$ cat config.mk
export PLATFORM = sky130hd
export DESIGN_NAME = tqm_ram
export DESIGN_NICKNAME = d
export VERILOG_FILES = /design/src/hw/rtl/tqm_ram.sv
export SDC_FILE = /design/constraint.sdc
export NUM_CORES = 1
export LEC_CHECK = 0
export ABC_AREA = 1
export BUFFER_PORTS_ARGS = -buffer_cell sky130_fd_sc_hd__buf_2
export CORE_MARGIN = 4
export CORE_UTILIZATION = 35
export CTS_BUF_LIST = sky130_fd_sc_hd__clkbuf_16
export DETAILED_ROUTE_END_ITERATION = 16
export PLACE_DENSITY = 0.55
export SYNTH_ARGS = -nofsm -noshare
export SYNTH_HDL_FRONTEND = slang
export SYNTH_SLANG_ARGS = --single-unit
$ cat constraint.sdc
create_clock -name clk -period 3.5 [get_ports clk]
set_clock_uncertainty 0.1 [all_clocks]
set_input_delay 0.175 -clock clk [delete_from_list [all_inputs] [get_ports clk]]
set_output_delay 0.175 -clock clk [all_outputs]
set_load 0.005 [all_outputs]
$ cat src/hw/rtl/tqm_ram.sv
// ----------------------------------------------------------------------------
// tqm_ram
// Simple dual port RAM: one write port, one read port, registered read data.
// ----------------------------------------------------------------------------
`default_nettype none

module tqm_ram #(
    parameter int W = 8,
    parameter int D = 4
) (
    input  wire logic                 clk,
    input  wire logic                 we,
    input  wire logic [$clog2(D)-1:0] waddr,
    input  wire logic [W-1:0]         wdata,
    input  wire logic                 re,
    input  wire logic [$clog2(D)-1:0] raddr,
    output logic      [W-1:0]         rdata
);

    logic [W-1:0] mem [D];

    // Write port
    always_ff @(posedge clk)
    begin
        if (we)
        begin
            mem[waddr] <= wdata;
        end
    end

    // Read port, registered read data
    always_ff @(posedge clk)
    begin
        if (re)
        begin
            rdata <= mem[raddr];
        end
    end

endmodule

`default_nettype wire

==> flow_summary.json, run 1 <==
{
  "cp_cell_sequence": "buf_2 -> inv_1 -> nor3_1",
  "cts_tree": "done",
  "hold_viol_final": 0,
  "outcome": "finished, final reports clean",
  "p_clk_share_pct": 41.0,
  "ys_seq_area_share_pct": 73.79,
  "rsz0062_at_grt": "false",
  "finalCritPeriodShare_pct": 38.76,
  "tns_ns": 0,
  "cts_hold_buf": 0,
  "wl_per_cell_um": 14.94,
  "peakVddDrop_uv": 302.7,
  "holdWs_ns": 0.02866,
  "yosysUniqueCellTypes": 9,
  "arrival_ns": 1.16,
  "p_switching_w": 0.0002282,
  "hold_class": "in2reg",
  "clock.fmax_mhz": 737.2,
  "cts-root-buf": "clkbuf_16",
  "crit_path_end": "mem[3][2]",
  "reg2reg_slack_ns": 2.48,
  "syn_area_um2": 1628,
  "numCtsBuffers": 5,
  "clockBufferDepth": 2,
  "critPathLaunchType": "input pin",
  "path_max_fanout": 8,
  "slowest_stage": "nor3_1",
  "antenna_found_initial": 0,
  "timing.rr.end": "rdata[4]",
  "detail_route.iter0.violations": 66,
  "seqPwrFrac_pct": 52.9,
  "syn_inst": 141,
  "globalRouteTotalUtil_pct": 12.10,
  "grt_max_degree": 18,
  "fin_ws_ns": 2.143,
  "via_per_inst": 4.731,
  "timing_worst_setup_path_type": "in2reg",
  "critPathLaunch": "waddr[0]",
  "ant_nets": 0,
  "cts.repair.resized": 0,
  "gp_congestion": 0.9578,
  "cp.depth": 3,
  "postCtsSetupBuffers": 0,
  "syn2layout_area_growth_pct": 17.45,
  "cpPeakStageDelay_ns": 0.83,
  "drc": 0,
  "wirelength_mm": 3.271,
  "antenna-diode-count": 0,
  "cp_top_family": "simple AND/OR/NAND/NOR gates",
  "die-area_um2": 5806,
  "drive_above_1_share_pct": 17.96,
  "syn-num-nets": 156,
  "firstDrtPassIters": 4,
  "rows": 24,
  "cellPowerDensity_nw_per_um2": 559.0,
  "ff2ff_path_depth": 4,
  "p_comb_share_pct": 6.1,
  "worstSetupEndpointType": "flip-flop",
  "fin_nets": 181,
  "syn_avg_cell_area_um2": 11.54,
  "grt_pass1_wl_mm": 5.313,
  "dpl.hpwl_mm": 2.508,
  "io_buffers": 22,
  "max-slew-margin-rel_pct": 29.71,
  "initial_core_util_pct": 36.88,
  "num_io_pins": 23,
  "vias": 1036,
  "reg2reg_from": "mem[1][4]",
  "stdcell_count": 219,
  "cts.sinks": 40,
  "cp_data_required_time_ns": 3.30,
  "dp_slack_ns": 1.795,
  "gr-total-overflow": 0,
  "synth-seq-cells": 40,
  "cts_htree_levels": 2,
  "die_height_um": 76.20,
  "intPower_w": 0.0008405,
  "fin_util_pct": 43.31,
  "switching_share_pct": 21.35,
  "clock_latency_ns": 0.28,
  "coreArea_um2": 4414,
  "power.leakage_nw": 0.8587,
  "min_period_ns": 1.357,
  "crit_buf_inv": 2,
  "slew_viol_final": 0,
  "path_clk_slew_ns": 0.06,
  "worstMarginPinSlew_ns": 1.046,
  "setup_viol": 0,
  "grt_pass1_vias": 1017,
  "max-cap-violations": 0,
  "die_x_um": 76.20,
  "post-place-cells": 211,
  "yosys_warnings": 0
}
==> layer usage <==
layer	global-route usage [%]	vias up	part of all wire, %
met4	6.294	0	2.6
met5	0	-	0
met2	18.58	46	48
met3	3.546	8	6.4
met1	15.41	488	43
li1	-	494	-
==> kinds of logic after synthesis <==
kind of cell | count (synthesis) | share of synthesized area [%]
and+or+nand+nor | 60 | 15.37
DFF | 40 | 73.79
buffers and inverters | 41 | 10.84
==> registers in the layout, indices dropped and copies added, names as in the netlist <==
signal  cells
rdata       8
mem        32
==> through the flow <==
stage                     total power [W]  area, um2
after floorplan                 0.0006098       1628
after global placement          0.0006388       1768
after detailed placement        0.0006413       1768
after CTS                        0.001080       1912
after global routing             0.001116       1912
final                            0.001069       1912
==> worst min path at each step <==
| stage | from | to | slack (ns) | depth (start not counted) |
|---|---|---|---|---|
| global route | wdata[1] | mem[0][1] | 0.03 | 1 |
| floorplan | wdata[0] | mem[0][0] | 0.17 | 0 |
| finish | wdata[1] | mem[0][1] | 0.03 | 1 |
| CTS | wdata[1] | mem[3][1] | 0.03 | 1 |
| global placement | wdata[1] | mem[3][1] | 0.33 | 1 |
| detailed placement | wdata[1] | mem[3][1] | 0.32 | 1 |
==> area by class of cell <==
| class | instances | area, um2 |
|---|---|---|
| tap | 52 | 65.06 |
| sequential | 40 | 1201 |
| clock buffer | 5 | 125.1 |
| multi-input combinational | 60 | 250.2 |
| fill | 403 | 2502 |
| timing repair buffer | 22 | 110.1 |
| inverter | 37 | 141.4 |
| clock inverter | 3 | 18.77 |
==> power groups by stage <==
stage,clock network (W),logic [W],registers [W]
after global routing,0.000474,0.0000753,0.000567
after detailed placement,0,0.0000662,0.000575
after CTS,0.000449,0.0000663,0.000565
final,0.000438,0.0000656,0.000565
after floorplan,0,0.0000367,0.000573
after global placement,0,0.0000643,0.000575
==> layout by cell type, fill, tap and decap left out <==
master and n:
inv_4 1, clkbuf_16 5, inv_1 36, buf_2 22
nand3_1 16, clkinvlp_4 2, edfxtp_1 40, nand2_1 40
clkinv_1 1, nor3_1 4
==> synthesized netlist by cell type <==
cell | number | area share (%)
inv_1 | 36 | 8.3
edfxtp_1 | 40 | 74
nand2_1 | 40 | 9.2
buf_6 | 2 | 1.4
inv_4 | 1 | 0.38
nand3_1 | 16 | 4.9
buf_2 | 1 | 0.31
buf_4 | 1 | 0.46
nor3_1 | 4 | 1.2
Power figures use the tool's default switching activity.
==> inputs of run 2 (changes only) <==
- PLACE_DENSITY: 0.55 -> 0.57
- clock period: 3.5 -> 1.1 ns (I/O delays scaled with it)
==> run 2 against run 1 <==
Against the previous run: routed wire length fell by 16%; highest routed layer unchanged; sequential power rose to 3.2 times the previous value; utilization is 2.6 points higher; flip-flop and latch count unchanged.
==> flow_summary.json, run 2 (synthesized netlist as in run 1, its figures left out) <==
{
  "outcome": "finished, final reports clean",
  "slew_viol_final": 0,
  "io_buffers": 22,
  "stdcell_count": 231,
  "grt_pass1_wl_mm": 4.781,
  "max-cap-violations": 0,
  "final_cell_mix": "nand2_1, edfxtp_1, inv_1, buf_2, nand3_1",
  "critPathLaunchType": "flip-flop",
  "die_height_um": 76.20,
  "vias": 1006,
  "clockBufferDepth": 2,
  "wl_per_cell_um": 11.96,
  "tns_ns": 0,
  "cts.repair.resized": 0,
  "drc": 0,
  "p_comb_share_pct": 6.9,
  "post-place-cells": 215,
  "gp_congestion": 0.7644,
  "ant_nets": 0,
  "initial_core_util_pct": 36.88,
  "coreArea_um2": 4414,
  "gr-total-overflow": 0,
  "intPower_w": 0.002690,
  "cts-root-buf": "clkbuf_16",
  "die_x_um": 76.20,
  "max-slew-margin-rel_pct": 77.55,
  "rsz0062_at_grt": "false",
  "final-seq-area_um2": 1201,
  "cp_data_required_time_ns": 1.03,
  "clock.fmax_mhz": 1032,
  "cts_tree": "done",
  "syn2layout_area_growth_pct": 24.60,
  "reg_top3": "mem (32), rdata (8)",
  "die-area_um2": 5806,
  "power.leakage_nw": 0.9205,
  "path_clk_slew_ns": 0.06,
  "p_clk_share_pct": 39.8,
  "arrival_ns": 0.90,
  "worstMarginPinSlew_ns": 0.3367,
  "grt_max_degree": 18,
  "antenna-diode-count": 0,
  "drive_above_1_share_pct": 19.55,
  "cellPowerDensity_nw_per_um2": 1657,
  "path_max_fanout": 1,
  "via_per_inst": 4.355,
  "numCtsBuffers": 5,
  "seqPwrFrac_pct": 53.3,
  "rows": 24,
  "hold_class": "in2reg",
  "cts_htree_levels": 2,
  "fin_nets": 193,
  "switching_share_pct": 19.93,
  "globalRouteTotalUtil_pct": 10.75,
  "num_io_pins": 23,
  "timing_worst_setup_path_type": "reg2reg",
  "worstSetupEndpointType": "flip-flop",
  "multiInputGateArea_um2": 260.3,
  "grt_busiest_layer": "met2",
  "largest-register": "mem",
  "grt_use_met3_pct": 3.546,
  "grtUsageMet1_pct": 11.63,
  "dpl.hpwl_mm": 1.970,
  "largest_reg_flops": 32,
  "setup_viol": 0,
  "antenna_found_initial": 0,
  "p_switching_w": 0.0006696,
  "grt_pass1_vias": 1074,
  "peakVddDrop_uv": 733.6,
  "min_period_ns": 0.9693,
  "hold_viol_final": 0,
  "detail_route.iter0.violations": 45,
  "firstDrtPassIters": 4,
  "wirelength_mm": 2.763,
  "finalCritPeriodShare_pct": 88.12,
  "cts.sinks": 40,
  "n_fill_cell": 412,
  "clock_latency_ns": 0.28,
  "gr-usage-met2_pct": 17.38
}
==> run 2: path summary, 6_finish.rpt <==
check | cells past startpoint | slack [ns] | start | endpoint
worst min register to register | 4 | 0.52 | mem[0][7] | rdata[7]
worst max-delay path | 4 | 0.13 | mem[3][1] | rdata[1]
worst min-delay path | 1 | 0.03 | re | rdata[6]
worst max register to register | 4 | 0.13 | mem[3][1] | rdata[1]
==> run 2: layout make-up <==
class,instances,area share (%)
clock inverter,3,0.7403
clock buffer,5,6.169
inverter,37,6.971
tap,52,3.208
timing repair buffer,34,10.86
multi-input combinational,60,12.83
sequential,40,59.22
==> run 2: worst max-delay path, cell delays in order (launching register included) <==
cell      delay, ns
edfxtp_1       0.36
inv_1          0.06
nand2_1        0.04
nand3_1        0.09
nand2_1        0.06
==> run 2: power groups by stage <==
stage | Combinational [W] | Sequential [W] | Clock [W]
floorplan | 0.000119 | 0.00182 | 0
global route | 0.000268 | 0.00180 | 0.00145
detailed placement | 0.000214 | 0.00182 | 0
global placement | 0.000208 | 0.00182 | 0
CTS | 0.000237 | 0.00179 | 0.00136
finish | 0.000232 | 0.00179 | 0.00134
==> run 2: stage by stage <==
| step | utilization (%) | hold slack (ns) | worst slack [ns] | cell area [um2] | total power [W] |
|---|---|---|---|---|---|
| after floorplan | - | 0.05387 | -0.1128 | 1638 | 0.001942 |
| after global placement | 40.96 | 0.1677 | 0.1076 | 1808 | 0.002031 |
| after detailed placement | 40.96 | 0.1709 | 0.07768 | 1808 | 0.002037 |
| after CTS | 45.95 | 0.03370 | 0.1263 | 2028 | 0.003392 |
| after global routing | 45.95 | 0.03427 | 0.05343 | 2028 | 0.003512 |
| final | 45.95 | 0.03058 | 0.1307 | 2028 | 0.003360 |
==> run 2: what timing repair did <==
| action | 4_1_cts | 5_1_grt |
|---|---|---|
| endpoints found under the hold margin | 32 | 0 |
| buffers inserted | 0 | 0 |
| endpoints found under the setup margin | 0 | 0 |
| hold buffers | 8 | 0 |
==> run 2: layer usage <==
layer | part of all wire, % | wire length (um)
met5 | 0 | 0
met4 | 3.1 | 87
met3 | 5.1 | 142
met2 | 48 | 1340
met1 | 43 | 1192
==> inputs of run 3 (changes only) <==
- CORE_UTILIZATION: 35 -> 50
- HOLD_SLACK_MARGIN: not set -> 0.12
- PLACE_DENSITY: 0.57 -> 0.76
==> run 3 against run 2 <==
Against the previous run: highest routed layer unchanged; final area is 2.2% higher; cell count decreased by 2.2%; non-clock buffer count is 3 higher; maximum frequency down 7.6%; critical endpoint is now rdata[4]; critical path depth unchanged.
==> flow_summary.json, run 3 (synthesized netlist as in run 1, its figures left out) <==
{
  "outcome": "finished, final reports clean",
  "cts_hold_buf": 11,
  "cts_htree_levels": 2,
  "dpl.hpwl_mm": 1.790,
  "final_cell_mix": "nand2_1, edfxtp_1, inv_1, buf_2, nand3_1",
  "clock_latency_ns": 0.28,
  "setup_viol": 0,
  "cts.sinks": 40,
  "postCtsSetupBuffers": 0,
  "antenna-diode-count": 0,
  "fin_nets": 196,
  "drive_above_1_share_pct": 19.78,
  "dp_slack_ns": 0.07825,
  "peakVddDrop_uv": 1408,
  "detail_route.iter0.violations": 66,
  "critPathLaunch": "raddr[1]",
  "die_x_um": 65.06,
  "rsz0062_at_grt": "false",
  "min_period_ns": 1.049,
  "critPathLaunchType": "input pin",
  "ant_nets": 0,
  "timing.rr.end": "rdata[5]",
  "coreArea_um2": 3078,
  "reg2reg_from": "mem[0][5]",
  "io_buffers": 22,
  "reg2reg_slack_ns": 0.11,
  "clock.fmax_mhz": 953.4,
  "finalCritPeriodShare_pct": 95.35,
  "grt_pass1_vias": 1052,
  "cp.depth": 4,
  "wl_per_cell_um": 12.30,
  "globalRouteTotalUtil_pct": 15.80,
  "gp_congestion": 0.8140,
  "final-seq-area_um2": 1201,
  "num_io_pins": 23,
  "tns_ns": 0,
  "antenna_found_initial": 0,
  "cts.repair.resized": 0,
  "cts_tree": "done",
  "grt_max_degree": 18,
  "largest-register": "mem",
  "hold_class": "in2reg",
  "slew_viol_final": 0,
  "max-slew-margin-rel_pct": 78.37,
  "die-area_um2": 4233,
  "hold_viol_final": 0,
  "worstSetupEndpointType": "flip-flop",
  "grt_pass1_wl_mm": 4.767,
  "numCtsBuffers": 5,
  "cts-root-buf": "clkbuf_16",
  "rows": 20,
  "gr-total-overflow": 0,
  "multiInputGateArea_um2": 260.3,
  "wirelength_mm": 2.780,
  "timing_worst_setup_path_type": "in2reg",
  "arrival_ns": 0.97,
  "largest_reg_flops": 32,
  "die_height_um": 65.06,
  "ff2ff_path_depth": 4,
  "cellPowerDensity_nw_per_um2": 1739,
  "reg_top3": "mem (32), rdata (8)",
  "crit_path_end": "rdata[4]",
  "cpPeakStageDelay_ns": 0.62,
  "slowest_stage": "dlygate4sd3_1",
  "cp_data_required_time_ns": 1.03,
  "clockBufferDepth": 2,
  "crit_buf_inv": 2,
  "fin_ws_ns": 0.05116,
  "vias": 1031,
  "cp_cell_sequence": "buf_2 -> dlygate4sd3_1 -> nand3_1 -> nand2_1",
  "max-cap-violations": 0,
  "path_clk_slew_ns": 0.05,
  "drc": 0,
  "firstDrtPassIters": 5,
  "cp_top_family": "buffers and inverters",
  "path_max_fanout": 4,
  "n_fill_cell": 223,
  "power.leakage_nw": 0.9494,
  "initial_core_util_pct": 52.89,
  "syn2layout_area_growth_pct": 27.29,
  "via_per_inst": 4.562,
  "worstMarginPinSlew_ns": 0.3244
}
-- run 3: worst min path at each step --
stage                  start   endpoint  cells after the start
detailed placement  wdata[4]  mem[1][4]                      1
floorplan           wdata[0]  mem[0][0]                      0
global route        waddr[0]  mem[2][7]                      3
finish              waddr[0]  mem[2][0]                      3
CTS                 waddr[0]  mem[2][0]                      3
global placement    wdata[7]  mem[0][7]                      1
-- run 3: routing by layer --
metal | share of wire (%) | global-route usage (%) | up-vias
met5 | 0 | 0 | -
met4 | 0.65 | 6.995 | 0
met3 | 6.3 | 6.412 | 2
met2 | 47 | 24.90 | 34
met1 | 46 | 19.05 | 470
li1 | - | - | 525
-- run 3: worst register-to-register path, cell delays in order (launching register included) --
cell	delay, ns
edfxtp_1	0.37
inv_1	0.08
nand2_1	0.05
nand3_1	0.07
nand2_1	0.06
-- run 3: layout make-up --
class	instances	area share, %
Multi-Input combinational cell	60	12.56
Inverter	37	6.824
Clock inverter	3	1.872
Tap cell	44	2.657
Timing Repair Buffer	37	12.08
Sequential cell	40	57.97
Clock buffer	5	6.039
-- run 3: per-stage QoR --
stage	utilization (%)	hold WS (ns)	instances	total power [W]	instance area [um2]
2_1_floorplan	-	0.05387	141	0.001942	1638
5_1_grt	67.32	0.1874	226	0.003744	2072
3_5_place_dp	58.41	0.1743	207	0.002034	1798
3_3_place_gp	58.41	0.1681	207	0.002023	1798
6_report	67.32	0.1742	226	0.003603	2072
4_1_cts	67.32	0.1709	226	0.003635	2072
-- run 3: report_power, final --
part	total [W]	internal, W	switching [W]	leakage, nW
Clock	0.00157	0.00106	0.000515	0.0850
Sequential	0.00179	0.00177	0.0000187	0.373
Combinational	0.000242	0.000104	0.000138	0.492
